--- src/hw/rtl/fbpa_pkg.sv ---
// ----------------------------------------------------------------------------
// fbpa_pkg
// shared widths, codes and types of the fixed block pool allocator
// ----------------------------------------------------------------------------
package fbpa_pkg;

    localparam int MAX_BLOCKS = 64;
    localparam int ADDR_WIDTH = 32;

    localparam int IDX_W      = (MAX_BLOCKS > 1) ? $clog2(MAX_BLOCKS) : 1;
    localparam int CNT_W      = $clog2(MAX_BLOCKS + 1);
    localparam int SIZE_W     = 18;
    localparam int BSZ_CFG_W  = 17;
    localparam int BCNT_CFG_W = 7;
    localparam int CFG_W      = 32;
    localparam int CFG_IDX_W  = 2;
    localparam int OFF_W      = SIZE_W + IDX_W;
    localparam int SPAN_W     = CNT_W + SIZE_W;
    localparam int DIV_CNT_W  = (IDX_W > 1) ? $clog2(IDX_W) : 1;
    localparam int KIND_W     = 2;
    localparam int STATUS_W   = 2;

    localparam logic [KIND_W-1:0] KIND_ALLOC = 2'd0;
    localparam logic [KIND_W-1:0] KIND_FREE  = 2'd1;
    localparam logic [KIND_W-1:0] KIND_RESET = 2'd2;
    localparam logic [KIND_W-1:0] KIND_NOP   = 2'd3;

    localparam logic [STATUS_W-1:0] STAT_OK    = 2'd0;
    localparam logic [STATUS_W-1:0] STAT_EMPTY = 2'd1;
    localparam logic [STATUS_W-1:0] STAT_RANGE = 2'd2;

    localparam logic [CFG_IDX_W-1:0] CFG_POOL_BASE   = 2'd0;
    localparam logic [CFG_IDX_W-1:0] CFG_BLOCK_SIZE  = 2'd1;
    localparam logic [CFG_IDX_W-1:0] CFG_BLOCK_COUNT = 2'd2;

    typedef struct packed {
        logic             last;
        logic [IDX_W-1:0] idx;
    } t_link;

endpackage

--- src/hw/rtl/fbpa_req_if.sv ---
// ----------------------------------------------------------------------------
// fbpa_req_if
// request channel of the block pool allocator
// ----------------------------------------------------------------------------
interface fbpa_req_if
    import fbpa_pkg::*;
();
    logic                  valid;
    logic                  ready;
    logic [KIND_W-1:0]     kind;
    logic [ADDR_WIDTH-1:0] block_address;

    modport source (output valid, output kind, output block_address, input ready);
    modport sink   (input valid, input kind, input block_address, output ready);
endinterface

--- src/hw/rtl/fbpa_rsp_if.sv ---
// ----------------------------------------------------------------------------
// fbpa_rsp_if
// response channel of the block pool allocator
// ----------------------------------------------------------------------------
interface fbpa_rsp_if
    import fbpa_pkg::*;
();
    logic                  valid;
    logic                  ready;
    logic [STATUS_W-1:0]   status;
    logic [ADDR_WIDTH-1:0] granted_address;
    logic [CNT_W-1:0]      blocks_in_use;

    modport source (output valid, output status, output granted_address,
                    output blocks_in_use, input ready);
    modport sink   (input valid, input status, input granted_address,
                    input blocks_in_use, output ready);
endinterface

--- src/hw/rtl/fbpa_div.sv ---
// ----------------------------------------------------------------------------
// fbpa_div
// restoring divider, one quotient bit per cycle, maps an offset to a block
// ----------------------------------------------------------------------------
module fbpa_div
    import fbpa_pkg::*;
(
    input  logic              i_clk,
    input  logic              i_rst_n,
    input  logic              i_start,
    input  logic [OFF_W-1:0]  i_dividend,
    input  logic [SIZE_W-1:0] i_divisor,
    output logic              o_done,
    output logic [IDX_W-1:0]  o_quot
);

    logic                 r_busy;
    logic                 r_done;
    logic [DIV_CNT_W-1:0] r_cnt;
    logic [OFF_W-1:0]     r_rem;
    logic [OFF_W-1:0]     r_dsh;
    logic [IDX_W-1:0]     r_quot;
    logic [OFF_W:0]       trial;

    assign trial = {1'b0, r_rem} - {1'b0, r_dsh};

    always_ff @(posedge i_clk) begin
        if (!i_rst_n) begin
            r_busy <= 1'b0;
            r_done <= 1'b0;
            r_cnt  <= '0;
        end else begin
            r_done <= 1'b0;
            if (i_start) begin
                r_busy <= 1'b1;
                r_cnt  <= DIV_CNT_W'(IDX_W - 1);
            end else if (r_busy) begin
                r_cnt <= r_cnt - 1'b1;
                if (r_cnt == '0) begin
                    r_busy <= 1'b0;
                    r_done <= 1'b1;
                end
            end
        end
    end

    // datapath, no reset needed
    always_ff @(posedge i_clk) begin
        if (i_start) begin
            r_rem  <= i_dividend;
            r_dsh  <= OFF_W'(i_divisor) << (IDX_W - 1);
            r_quot <= '0;
        end else if (r_busy) begin
            if (!trial[OFF_W]) begin
                r_rem <= trial[OFF_W-1:0];
            end
            r_dsh  <= r_dsh >> 1;
            r_quot <= IDX_W'({r_quot, ~trial[OFF_W]});
        end
    end

    assign o_done = r_done;
    assign o_quot = r_quot;

endmodule

--- src/hw/rtl/fixed_block_pool_allocator_top.sv ---
// ----------------------------------------------------------------------------
// fixed_block_pool_allocator_top: allocate passes through ST_ALLOC, free waits
// in ST_FREE for the bit-serial divider, reset/nop go straight to ST_RESP.
// one request at a time; link memory has registered reads.
// sync reset and any write to base, size or count relink the pool at once via
// per-entry valid bits, no clearing pass
// ----------------------------------------------------------------------------
module fixed_block_pool_allocator_top
    import fbpa_pkg::*;
(
    input  logic                 i_clk,
    input  logic                 i_rst_n,
    fbpa_req_if.sink             i_req,
    fbpa_rsp_if.source           o_rsp,
    input  logic                 i_cfg_we,
    input  logic [CFG_IDX_W-1:0] i_cfg_idx,
    input  logic [CFG_W-1:0]     i_cfg_wdata
);

    localparam logic [1:0] ST_IDLE  = 2'd0;
    localparam logic [1:0] ST_ALLOC = 2'd1;
    localparam logic [1:0] ST_FREE  = 2'd2;
    localparam logic [1:0] ST_RESP  = 2'd3;

    // config
    logic [ADDR_WIDTH-1:0] r_cfg_base;
    logic [BSZ_CFG_W-1:0]  r_cfg_size;
    logic [BCNT_CFG_W-1:0] r_cfg_cnt;

    logic [ADDR_WIDTH-1:0] used_base;
    logic [SIZE_W-1:0]     used_size;
    logic [SIZE_W-1:0]     size_rnd;
    logic [CNT_W-1:0]      used_n;

    // control
    logic [1:0]            r_state, n_state;
    logic [IDX_W-1:0]      r_head, n_head;
    logic                  r_head_vld, n_head_vld;
    logic [CNT_W-1:0]      r_count, n_count;
    logic [MAX_BLOCKS-1:0] r_vld, n_vld;
    logic                  r_rsp_valid, n_rsp_valid;

    // payload
    logic [STATUS_W-1:0]   r_p_status, n_p_status;
    logic [ADDR_WIDTH-1:0] r_p_addr, n_p_addr;
    logic [STATUS_W-1:0]   r_rsp_status;
    logic [ADDR_WIDTH-1:0] r_rsp_addr;
    logic [CNT_W-1:0]      r_rsp_count;
    logic                  rsp_load;

    logic [IDX_W+SIZE_W-1:0] r_prod;
    logic [SPAN_W-1:0]       span;

    // link memory
    t_link                 r_mem [MAX_BLOCKS];
    t_link                 r_mem_q;
    logic                  r_vld_q;
    logic                  mem_we;
    t_link                 mem_wdata;
    t_link                 link_rd;
    t_link                 link_dflt;
    logic [CNT_W-1:0]      head_nxt;

    // free path
    logic                  req_acc;
    logic                  rebuild;
    logic [ADDR_WIDTH-1:0] off;
    logic                  in_range;
    logic                  div_start;
    logic                  div_done;
    logic [IDX_W-1:0]      div_quot;

    assign size_rnd  = (SIZE_W'(r_cfg_size) + SIZE_W'(3)) & ~SIZE_W'(3);
    assign used_size = (size_rnd < SIZE_W'(4)) ? SIZE_W'(4) : size_rnd;
    assign used_base = (r_cfg_base + ADDR_WIDTH'(3)) & ~ADDR_WIDTH'(3);

    always_comb begin
        if (r_cfg_cnt == '0) begin
            used_n = CNT_W'(1);
        end else if (32'(r_cfg_cnt) > 32'(MAX_BLOCKS)) begin
            used_n = CNT_W'(MAX_BLOCKS);
        end else begin
            used_n = CNT_W'(r_cfg_cnt);
        end
    end

    assign span = SPAN_W'(used_n) * SPAN_W'(used_size);

    always_ff @(posedge i_clk) begin
        r_prod <= (IDX_W+SIZE_W)'(r_head) * (IDX_W+SIZE_W)'(used_size);
    end

    // untouched entries read as the in-order link
    assign head_nxt       = CNT_W'(r_head) + CNT_W'(1);
    assign link_dflt.last = (head_nxt >= used_n);
    assign link_dflt.idx  = link_dflt.last ? '0 : head_nxt[IDX_W-1:0];
    assign link_rd        = r_vld_q ? r_mem_q : link_dflt;

    assign mem_wdata.last = ~r_head_vld;
    assign mem_wdata.idx  = r_head;

    always_ff @(posedge i_clk) begin
        if (mem_we) begin
            r_mem[div_quot] <= mem_wdata;
        end
        r_mem_q <= r_mem[r_head];
        r_vld_q <= r_vld[r_head];
    end

    assign req_acc  = i_req.valid && i_req.ready;
    assign off      = i_req.block_address - used_base;
    assign in_range = (i_req.block_address >= used_base)
                   && (64'(off) < 64'(span));
    assign rebuild  = (i_cfg_we && (i_cfg_idx == CFG_POOL_BASE
                                 || i_cfg_idx == CFG_BLOCK_SIZE
                                 || i_cfg_idx == CFG_BLOCK_COUNT))
                   || (req_acc && i_req.kind == KIND_RESET);

    fbpa_div u_div (
        .i_clk      (i_clk),
        .i_rst_n    (i_rst_n),
        .i_start    (div_start),
        .i_dividend (OFF_W'(off)),
        .i_divisor  (used_size),
        .o_done     (div_done),
        .o_quot     (div_quot)
    );

    always_comb begin
        n_state     = r_state;
        n_head      = r_head;
        n_head_vld  = r_head_vld;
        n_count     = r_count;
        n_vld       = r_vld;
        n_p_status  = r_p_status;
        n_p_addr    = r_p_addr;
        n_rsp_valid = r_rsp_valid && !o_rsp.ready;
        mem_we      = 1'b0;
        div_start   = 1'b0;
        rsp_load    = 1'b0;

        unique case (r_state)
            ST_IDLE: begin
                if (req_acc) begin
                    n_p_status = STAT_OK;
                    n_p_addr   = '0;
                    n_state    = ST_RESP;
                    unique case (i_req.kind)
                        KIND_ALLOC: begin
                            if (r_head_vld) begin
                                n_state = ST_ALLOC;
                            end else begin
                                n_p_status = STAT_EMPTY;
                            end
                        end
                        KIND_FREE: begin
                            if (in_range) begin
                                div_start = 1'b1;
                                n_state   = ST_FREE;
                            end else begin
                                n_p_status = STAT_RANGE;
                            end
                        end
                        default: begin
                        end
                    endcase
                end
            end
            ST_ALLOC: begin
                n_head     = link_rd.idx;
                n_head_vld = ~link_rd.last;
                n_p_addr   = used_base + ADDR_WIDTH'(r_prod);
                if (r_count < used_n) begin
                    n_count = r_count + 1'b1;
                end
                n_state = ST_RESP;
            end
            ST_FREE: begin
                if (div_done) begin
                    mem_we           = 1'b1;
                    n_vld[div_quot]  = 1'b1;
                    n_head           = div_quot;
                    n_head_vld       = 1'b1;
                    if (r_count != '0) begin
                        n_count = r_count - 1'b1;
                    end
                    n_state = ST_RESP;
                end
            end
            ST_RESP: begin
                if (!r_rsp_valid || o_rsp.ready) begin
                    rsp_load    = 1'b1;
                    n_rsp_valid = 1'b1;
                    n_state     = ST_IDLE;
                end
            end
            default: begin
                n_state = ST_IDLE;
            end
        endcase

        if (rebuild) begin
            n_vld      = '0;
            n_head     = '0;
            n_head_vld = 1'b1;
            n_count    = '0;
        end
    end

    always_ff @(posedge i_clk) begin
        if (!i_rst_n) begin
            r_state     <= ST_IDLE;
            r_head      <= '0;
            r_head_vld  <= 1'b1;
            r_count     <= '0;
            r_vld       <= '0;
            r_rsp_valid <= 1'b0;
            r_cfg_base  <= '0;
            r_cfg_size  <= BSZ_CFG_W'(4);
            r_cfg_cnt   <= BCNT_CFG_W'(MAX_BLOCKS);
        end else begin
            r_state     <= n_state;
            r_head      <= n_head;
            r_head_vld  <= n_head_vld;
            r_count     <= n_count;
            r_vld       <= n_vld;
            r_rsp_valid <= n_rsp_valid;
            if (i_cfg_we) begin
                unique case (i_cfg_idx)
                    CFG_POOL_BASE:   r_cfg_base <= ADDR_WIDTH'(i_cfg_wdata);
                    CFG_BLOCK_SIZE:  r_cfg_size <= i_cfg_wdata[BSZ_CFG_W-1:0];
                    CFG_BLOCK_COUNT: r_cfg_cnt  <= i_cfg_wdata[BCNT_CFG_W-1:0];
                    default: begin
                    end
                endcase
            end
        end
    end

    always_ff @(posedge i_clk) begin
        r_p_status <= n_p_status;
        r_p_addr   <= n_p_addr;
        if (rsp_load) begin
            r_rsp_status <= r_p_status;
            r_rsp_addr   <= r_p_addr;
            r_rsp_count  <= r_count;
        end
    end

    assign i_req.ready           = (r_state == ST_IDLE);
    assign o_rsp.valid           = r_rsp_valid;
    assign o_rsp.status          = r_rsp_status;
    assign o_rsp.granted_address = r_rsp_addr;
    assign o_rsp.blocks_in_use   = r_rsp_count;

    // checks
    a_count_bound: assert property (@(posedge i_clk) disable iff (!i_rst_n)
        r_count <= used_n)
        else $error("in-use count above block count");

    a_div_owner: assert property (@(posedge i_clk) disable iff (!i_rst_n)
        div_done |-> r_state == ST_FREE)
        else $error("divider finished outside free");

    a_free_push: assert property (@(posedge i_clk) disable iff (!i_rst_n)
        (r_state == ST_FREE && div_done) |=> r_head_vld)
        else $error("free list head not valid after free");

    a_pool_reset: assert property (@(posedge i_clk) disable iff (!i_rst_n)
        (req_acc && i_req.kind == KIND_RESET)
        |=> (r_count == '0 && r_head == '0 && r_head_vld && r_vld == '0))
        else $error("pool reset request did not relink pool");

endmodule
--- src/flat_wrapper.sv ---
// flat-port wrapper written by rule: the top's interface ports become plain ports
module fixed_block_pool_allocator_top_flat import fbpa_pkg::*;
  (i_clk, i_rst_n, i_cfg_we, i_cfg_idx, i_cfg_wdata, i_req_valid, i_req_kind, i_req_block_address, i_req_ready, o_rsp_valid, o_rsp_status, o_rsp_granted_address, o_rsp_blocks_in_use, o_rsp_ready);
  fbpa_req_if i_req_i ();
  fbpa_rsp_if o_rsp_i ();
  input  logic i_clk;
  input  logic i_rst_n;
  input  logic i_cfg_we;
  input  logic [CFG_IDX_W-1:0] i_cfg_idx;
  input  logic [CFG_W-1:0] i_cfg_wdata;
  input wire logic [$bits(i_req_i.valid)-1:0] i_req_valid;
  input wire logic [$bits(i_req_i.kind)-1:0] i_req_kind;
  input wire logic [$bits(i_req_i.block_address)-1:0] i_req_block_address;
  output wire logic [$bits(i_req_i.ready)-1:0] i_req_ready;
  output wire logic [$bits(o_rsp_i.valid)-1:0] o_rsp_valid;
  output wire logic [$bits(o_rsp_i.status)-1:0] o_rsp_status;
  output wire logic [$bits(o_rsp_i.granted_address)-1:0] o_rsp_granted_address;
  output wire logic [$bits(o_rsp_i.blocks_in_use)-1:0] o_rsp_blocks_in_use;
  input wire logic [$bits(o_rsp_i.ready)-1:0] o_rsp_ready;
  assign i_req_i.valid = i_req_valid;
  assign i_req_i.kind = i_req_kind;
  assign i_req_i.block_address = i_req_block_address;
  assign i_req_ready = i_req_i.ready;
  assign o_rsp_valid = o_rsp_i.valid;
  assign o_rsp_status = o_rsp_i.status;
  assign o_rsp_granted_address = o_rsp_i.granted_address;
  assign o_rsp_blocks_in_use = o_rsp_i.blocks_in_use;
  assign o_rsp_i.ready = o_rsp_ready;
  fixed_block_pool_allocator_top u_core (.i_clk(i_clk), .i_rst_n(i_rst_n), .i_req(i_req_i), .o_rsp(o_rsp_i), .i_cfg_we(i_cfg_we), .i_cfg_idx(i_cfg_idx), .i_cfg_wdata(i_cfg_wdata));
endmodule
--- config.mk ---
export PLATFORM = sky130hd
export DESIGN_NAME = fixed_block_pool_allocator_top_flat
export DESIGN_NICKNAME = d
export VERILOG_FILES = /design/src/hw/rtl/fbpa_pkg.sv /design/src/hw/rtl/fbpa_req_if.sv /design/src/hw/rtl/fbpa_rsp_if.sv /design/src/hw/rtl/fbpa_div.sv /design/src/hw/rtl/fixed_block_pool_allocator_top.sv /design/src/flat_wrapper.sv
export SDC_FILE = /design/constraint.sdc
export NUM_CORES = 2
export LEC_CHECK = 0
export BUFFER_PORTS_ARGS = -buffer_cell sky130_fd_sc_hd__buf_2
export CAP_MARGIN = 20
export CORE_UTILIZATION = 57
export DETAILED_ROUTE_END_ITERATION = 12
export GPL_ROUTABILITY_DRIVEN = 0
export PLACE_DENSITY = 0.77
export REMOVE_ABC_BUFFERS = 1
export SYNTH_ARGS = -nofsm -noshare
export SYNTH_HDL_FRONTEND = slang
export SYNTH_SLANG_ARGS = --single-unit
export TNS_END_PERCENT = 20
--- constraint.sdc ---
create_clock -name i_clk -period 8.6 [get_ports i_clk]
set_input_delay 1.72 -clock i_clk [delete_from_list [all_inputs] [get_ports i_clk]]
set_output_delay 1.72 -clock i_clk [all_outputs]
set_load 0.1 [all_outputs]
### Yosys cells after proc, flatten, opt, wreduce, memory -nomap -nowiden

Memory sizes are Yosys's and may differ from the RTL's. A register that Yosys moved wholly into a read port is not among the register bits.
Cells that the tools add are included.

| word-level totals | value |
|---|---|
| bits in read-only memories | 0 |
| memories | 1 |
| bits in latches | 0 |
| memory bits (writable) | 448 |
| output and inout bits | 43 |
| logic and storage cells | 150 |
| bits in registers | 295 |
| bits of input ports | 73 |

Memory list:

| name | depth | width | read ports | clocked after memory_dff | write ports | RTL line | RTL |
|---|---|---|---|---|---|---|---|
| u_core.r_mem | 64 | 7 | 1 | 1 | 1 | fixed_block_pool_allocator_top.sv:55 | `t_link r_mem [MAX_BLOCKS];` |

| cells by class | value |
|---|---|
| shift-type cells | 0 |
| muxes and demuxes | 52 |
| magnitude comparators | 9 |
| bitwise logic cells | 6 |
| multipliers | 2 |
| add/sub/neg operators | 9 |
| divide/modulo/power cells | 0 |
| reductions and logical operators | 34 |
| equality and inequality tests | 13 |

Operator list:

| cell | number |
|---|---|
| $mux 24 | 3 |
| $or 64x64->64 | 1 |
| $pmux 32 s2 | 1 |
| $mux 23 | 2 |
| $mux 7 | 6 |
| $add 32x2->32 const B | 1 |
| $add 32x24->32 | 1 |
| $ge 32x32->1 | 1 |
| $lt 32x25->1 | 1 |
| $mux 32 | 1 |
| $sub 32x32->32 | 1 |
| $mul 7x18->25 | 1 |
| $sub 24x23->25 | 1 |
| $mul 6x18->24 | 1 |
| $mux 1 | 21 |
| $add 17x2->18 const B | 1 |
| $lt 18x3->1 const B | 1 |
| $mux 18 | 1 |
| $reduce_and 2->1 | 8 |
| $lt 6x7->1 const B | 2 |
| $pmux 7 s2 | 1 |
| $mux 6 | 2 |
| $pmux 6 s2 | 1 |
| $mux 2 | 5 |
| other kinds (31) | 60 |

### Logic depth before layout (Yosys ltp)

| logic depth | value |
|---|---|
| depth in word-level cells | 12 |
| depth in mapped cells | 37 |
| depth with buffers taken out | 32 |

### By module

From an unflattened synthesis, not the netlist that was laid out.

| unflattened totals | value |
|---|---|
| cell total of the unflattened synthesis | 3335 |
| area, all modules | 40430.0 um^2 |

By module, submodules not included:

| module | times used | cells an instance | area an instance (um^2) | sequential area each (um^2) |
|---|---|---|---|---|
| fixed_block_pool_allocator_top | 1 | 2910 | 36637.6 | 18928.2 |
| fbpa_div | 1 | 425 | 3792.4 | 1581.5 |

### Worst setup path before layout

Ideal clock, no wire load.

| path | value |
|---|---|
| path kind | flip-flop to flip-flop |
| start | register u_core.r_cfg_size[0] |
| end | register u_core.u_div.r_rem[0], enable pin |
| setup time | 381 ps |
| cell stages (with the launch flop) | 37 |
| data required time | 8219 ps |
| setup slack | -333 ps |
| data arrival time | 8552 ps |
| buffers on the path | 5 |
| period minus slack after synthesis | 8933 ps |
| path through | dfxtp_1 > o21a_1 > and4_1 > and3_1 > clkbuf_1 > and3_1 > clkbuf_1 > nand3_1 > nor2_1 > nand3_1 > xnor2_1 > clkbuf_1 > nand2_1 > fa_1 > fa_1 > inv_1 > fa_1 > inv_1 > fa_1 > inv_1 > ha_1 > o21ai_0 > a21oi_1 > o41ai_1 > o2111ai_1 > a21oi_1 > xnor2_1 > ha_1 > and3_1 > a21oi_1 > o21ai_0 > a21oi_1 > o211ai_1 > or4_1 > buf_4 > buf_2 > nand2_1 |

| on the way | value |
|---|---|
| longest elaborated chain between the ends | 12 |
| elaborated cells on any way between the ends | 13 |
| classes of those cells | 1 x add/sub; 1 x mul; 2 x order compare; 1 x eq/ne; 5 x mux; 3 x reduce/logical |

Ends and longest elaborated chain:

| element | RTL line | RTL |
|---|---|---|
| start, declared | fixed_block_pool_allocator_top.sv:27 | `logic [BSZ_CFG_W-1:0] r_cfg_size;` |
| start signal, assigned | fixed_block_pool_allocator_top.sv:231 | `CFG_BLOCK_SIZE: r_cfg_size <= i_cfg_wdata[BSZ_CFG_W-1:0];` |
| $add 17x2->18 * | fixed_block_pool_allocator_top.sv:73 | `assign size_rnd = (SIZE_W'(r_cfg_size) + SIZE_W'(3)) & ~SIZE_W'(3);` |
| $lt 18x3->1 | fixed_block_pool_allocator_top.sv:74 | `assign used_size = (size_rnd < SIZE_W'(4)) ? SIZE_W'(4) : size_rnd;` |
| $mux 18 * | fixed_block_pool_allocator_top.sv:74 |  |
| $mul 7x18->25 * | fixed_block_pool_allocator_top.sv:87 | `assign span = SPAN_W'(used_n) * SPAN_W'(used_size);` |
| $lt 32x25->1 * | fixed_block_pool_allocator_top.sv:113 | `&& (64'(off) < 64'(span));` |
| $logic_and 1x1->1 * | fixed_block_pool_allocator_top.sv:113 |  |
| $mux 1 * | fixed_block_pool_allocator_top.sv:157 | `if (in_range) begin` |
| $mux 1 * | fixed_block_pool_allocator_top.sv:148 | `unique case (i_req.kind)` |
| $mux 1 * | fixed_block_pool_allocator_top.sv:144 | `if (req_acc) begin` |
| $mux 1 * | fixed_block_pool_allocator_top.sv:142 | `unique case (r_state)` |
| $ne 2x1->1 (no line) / $reduce_bool 2->1 (equally long branches) | n/a |  |
| $reduce_and 2->1 (no line) * | n/a |  |
| end signal, assigned | fbpa_div.sv:50 | `r_rem <= i_dividend;` |
| end signal, assigned | fbpa_div.sv:55 | `r_rem <= trial[OFF_W-1:0];` |
| end, declared | fbpa_div.sv:20 | `logic [OFF_W-1:0] r_rem;` |

Mark *: on every way between the ends. The rest lies on a longest branch, timed or not.
A chain may end at the register's enable or synchronous reset.

### Worst setup path after layout

| path | value |
|---|---|
| start | register u_core.r_cfg_size[0] |
| end | register u_core.u_div.r_rem[17] (data pin) |

| on the way | value |
|---|---|
| longest elaborated chain between the ends | 11 |

Ends and longest elaborated chain:

| element | RTL line | RTL |
|---|---|---|
| $add 17x2->18 * | fixed_block_pool_allocator_top.sv:73 |  |
| $lt 18x3->1 | fixed_block_pool_allocator_top.sv:74 |  |
| $mux 18 * | fixed_block_pool_allocator_top.sv:74 |  |
| $mul 7x18->25 * | fixed_block_pool_allocator_top.sv:87 |  |
| $lt 32x25->1 * | fixed_block_pool_allocator_top.sv:113 |  |
| $logic_and 1x1->1 * | fixed_block_pool_allocator_top.sv:113 |  |
| $mux 1 * | fixed_block_pool_allocator_top.sv:157 |  |
| $mux 1 * | fixed_block_pool_allocator_top.sv:148 |  |
| $mux 1 * | fixed_block_pool_allocator_top.sv:144 |  |
| $mux 1 * | fixed_block_pool_allocator_top.sv:142 |  |
| $mux 24 * | fbpa_div.sv:49 | `if (i_start) begin` |

Marked as above.

==> impl_metrics.yaml <==
placed_design:
  dpl.hpwl_mm: 67.6
  io_buffers: 113
  dp_worst_setup_slack_ns: -0.101
  numPlacedInstances: 4278
cts:
  cts.htree.levels: 3
  numCtsBuffers: 77
  clk_transition_reported_paths_ns: 0.06
  cts-root-buf: "clkbuf_16"
  cts_tree: "yes"
  numClockSinks: 744
  max-clock-path-buffers: 3
  clk_latency_ns: 0.64
  postCtsHoldBufs: 0
final_layout:
  final_nets: 3820
  final.fill_count: 5107
  drive_above_1_share: 0.157
  n_antenna_cell: 0
  final_core_utilization: 0.643
  final_cell_count_no_fill: 4427
  area_growth_pct: 11.6
sta:
  worst-slew-pin-transition_ns: 1.10
  max-slew-margin-rel: 0.264
  final.period_utilization: 0.950
  final_hold_viol_count: 0
  timing.final.setup_violations: 0
  clock.fmax_ghz: 0.122
  worst_clock_skew_ns: 0.0159
  finalSetupTns_ns: 0
  timing.final.ws_setup_ns: 0.433
  period_needed_ns: 8.17
  final-max-slew-violation-count: 0
synth:
  synthCells: 3280
  synthArstFlopShare: 0
  synth_area_um2: 40300
  yosys_warning_count: 0
  yosys.area.top_type: "edfxtp_1"
  synthMostInstantiatedCell: "edfxtp_1"
  synthDominantCellAreaShare: 0.418
  ys.flop_type: "edfxtp_1"
  post_synthesis_area_per_instance_um2: 12.3
  synth.top_cells.by_count: "edfxtp_1, nor2_1, nand2_1, inv_1, ha_1"
  synth_edf_count: 561
  synth.distinct_cells: 79
  synth_register_bits: 744
  ys_seq_area_frac: 0.509
  synth.top_cells.by_area: "edfxtp_1, mux4_2, dfxtp_1"
critical_path:
  critPathMaxStageDelay_ns: 0.65
  critPathBufInv: 7
  ff2ff_path_depth: 35
  timing.setup.critical_path_class: "flop to flop"
  timing.critical_path.depth: 35
  critical_path_peak_fanout: 22
  timing.critical_path.to: "u_core.u_div.r_rem[17]$_DFFE_PP_"
  critical_path.startpoint_type: "flop"
  worstPathArrival_ns: 8.55
  critical-path-top-delay-family: "adder cells"
  setup.worst_path.end_class: "flop"
  required_time_of_the_worst_setup_path_ns: 8.99
  worst_setup_path_startpoint: "u_core.r_cfg_size[0]$_SDFFE_PN0P_"
  ff2ff_setup_slack_ns: 0.43
  worst_path_max_delay_cell: "or4_4"
  r2r_start: "u_core.r_cfg_size[0]$_SDFFE_PN0P_"
  worstReg2RegEnd: "u_core.u_div.r_rem[17]$_DFFE_PP_"
global_routing:
  overflow: 0
  grt_start_max_net_pins: 93
  via_count_of_the_first_global_routing_pass: 26159
  grt_first_pass_wirelength_mm: 150
  grt_antenna_before_repair: 2
  global_route.usage.total: 0.276
pwr:
  power_density_nw_per_um2: 199
  vdd_drop_max_v: 0.000223
  leakage_nw: 17.0
drt:
  remaining_drc_errors: 0
  drtAntennaViolNets: 0
  vias_per_cell: 5.99
  detailedRoute.firstPassIterationCount: 8
  routed_wire_length_per_instance_um: 22.3
  totalWireLength_mm: 98.5
  detailed_route_iter0_violations: 2600
  routed-via-count: 26537
die:
  design.portCount: 116
  chipWidth_um: 268
  die_y_um: 268
  start_util: 0.576
  design.die.area_um2: 71700
  number_of_cell_rows: 97
  core_region_area_um2: 69900
status:
  outcome: "finished clean"
run:
  maxCapViolCount: 0
worst_hold_path:
  hold_path.class: "flop to flop"
[cell type report]
type | count | area (um2) | share of cell area
Sequential cell | 744 | 20500 | 0.457
Multi-Input combinational cell | 2158 | 18400 | 0.410
Clock buffer | 108 | 2140 | 0.0477
Timing Repair Buffer | 198 | 1290 | 0.0287
Tap cell | 940 | 1180 | 0.0262
Inverter | 244 | 916 | 0.0204
Clock inverter | 35 | 452 | 0.0101
[placed cells by master, fill, tap and decap left out, types with 9 or more instances in the layout]
master     synthesis  final
edfxtp_1         561    561
nor2_1           379    377
nand2_1          327    324
inv_1            244    243
ha_1             194    193
dfxtp_1          183    177
mux4_2           168    168
fa_1             130    130
buf_2              9    113
a21oi_1          113    112
xnor2_1          109    107
clkbuf_16          0     79
buf_4              3     79
o21ai_0           68     66
a21boi_0          56     56
nand3_1           53     51
and2_1            49     49
xor2_1            50     49
nor3_1            47     47
nor2b_1           38     37
mux2i_1           35     35
a21o_1            34     34
o21a_1            30     30
and3_1            25     24
clkbuf_1         105     22
nand4_1           20     20
o211ai_1          19     19
mux2_4            19     19
nand2b_1          18     18
a211oi_1          17     16
nor4_1            14     13
clkinv_2           0     13
or3_1             11     11
o31ai_1           10     10
o21bai_1           9      9
[cell families after synthesis]
logic type	Yosys count	synth area share
AOI/OAI and AO/OA	430	0.0710
xor gates and xnor gates	159	0.0346
adders and majority gates	325	0.125
buffers and inverters	379	0.0363
DFF	744	0.509
muxes	226	0.111
other	1	0.0000932
and+or+nand+nor	1016	0.112
[what timing repair did]
| action | in CTS | in global routing |
|---|---|---|
| setup buffers | 0 | 2 |
| resized for setup | 4 | 19 |
| hold endpoints to repair | 0 | 0 |
| pin swaps | 0 | 4 |
| cloned | 0 | 1 |
| setup endpoints to repair | 37 | 85 |
[metrics by stage]
step | total power [W] | area [um2] | hold WS, ns
after floorplan | 0.00526 | 39700 | 0.400
after global placement | 0.00555 | 42100 | 0.402
after detailed placement | 0.00557 | 42100 | 0.405
after CTS | 0.00895 | 44800 | 0.417
after global routing | 0.00921 | 44900 | 0.421
final | 0.00893 | 44900 | 0.415
[layer usage]
metal | vias to the layer above | track usage | share of wire
li1 | 12066 | - | -
met1 | 13022 | 0.358 | 0.39
met5 | - | 0 | 0.00027
met4 | 4 | 0.123 | 0.047
met3 | 252 | 0.0501 | 0.079
met2 | 1193 | 0.456 | 0.48
[state kept, by name (all words and copies together), names as in the netlist, 2 cells and up]
register	cells
u_core.o_rsp.blocks_in_use	7
u_core.o_rsp.granted_address	30
u_core.o_rsp.status	2
u_core.r_cfg_base	32
u_core.r_cfg_cnt	7
u_core.r_cfg_size	17
u_core.r_count	7
u_core.r_head	6
u_core.r_mem	448
u_core.r_mem_q	7
u_core.r_p_addr	30
u_core.r_p_status	2
u_core.r_prod	22
u_core.r_state	2
u_core.r_vld	64
u_core.u_div.o_quot	6
u_core.u_div.r_cnt	3
u_core.u_div.r_dsh	23
u_core.u_div.r_rem	24
[how the worst min path moves through the flow]
stage / start / end / slack (ns) / depth (start not counted)
floorplan: u_core.r_p_addr[10]$_SDFFCE_PN0P_ / u_core.o_rsp.granted_address[10]$_DFFE_PP_ / 0.40 / 0
global placement: u_core.r_p_addr[28]$_SDFFCE_PN0P_ / u_core.o_rsp.granted_address[28]$_DFFE_PP_ / 0.40 / 0
detailed placement: u_core.r_p_addr[17]$_SDFFCE_PN0P_ / u_core.o_rsp.granted_address[17]$_DFFE_PP_ / 0.40 / 0
CTS: u_core.r_p_addr[22]$_SDFFCE_PN0P_ / u_core.o_rsp.granted_address[22]$_DFFE_PP_ / 0.42 / 0
global route: u_core.r_p_addr[25]$_SDFFCE_PN0P_ / u_core.o_rsp.granted_address[25]$_DFFE_PP_ / 0.42 / 0
finish: u_core.r_p_addr[22]$_SDFFCE_PN0P_ / u_core.o_rsp.granted_address[22]$_DFFE_PP_ / 0.41 / 0
[worst register-to-register path: cells and delay by family, from the launching register on]
family / cells / cell delay [ns]
mux: 1 / 0.31
flops: 1 / 0.32
fa+ha+maj: 6 / 2.68
simple gates: 7 / 1.43
buf+inv: 7 / 0.92
compound gates: 12 / 1.97
xor+xnor: 2 / 0.30
[where the power goes]
group	switching, W	internal (W)	total, W
Clock	0.00143	0.00198	0.00341
Sequential	0.0000934	0.00406	0.00415
Combinational	0.000890	0.000476	0.00137
Total	0.00241	0.00651	0.00893
No activity file was read; power rests on OpenSTA's default activity.
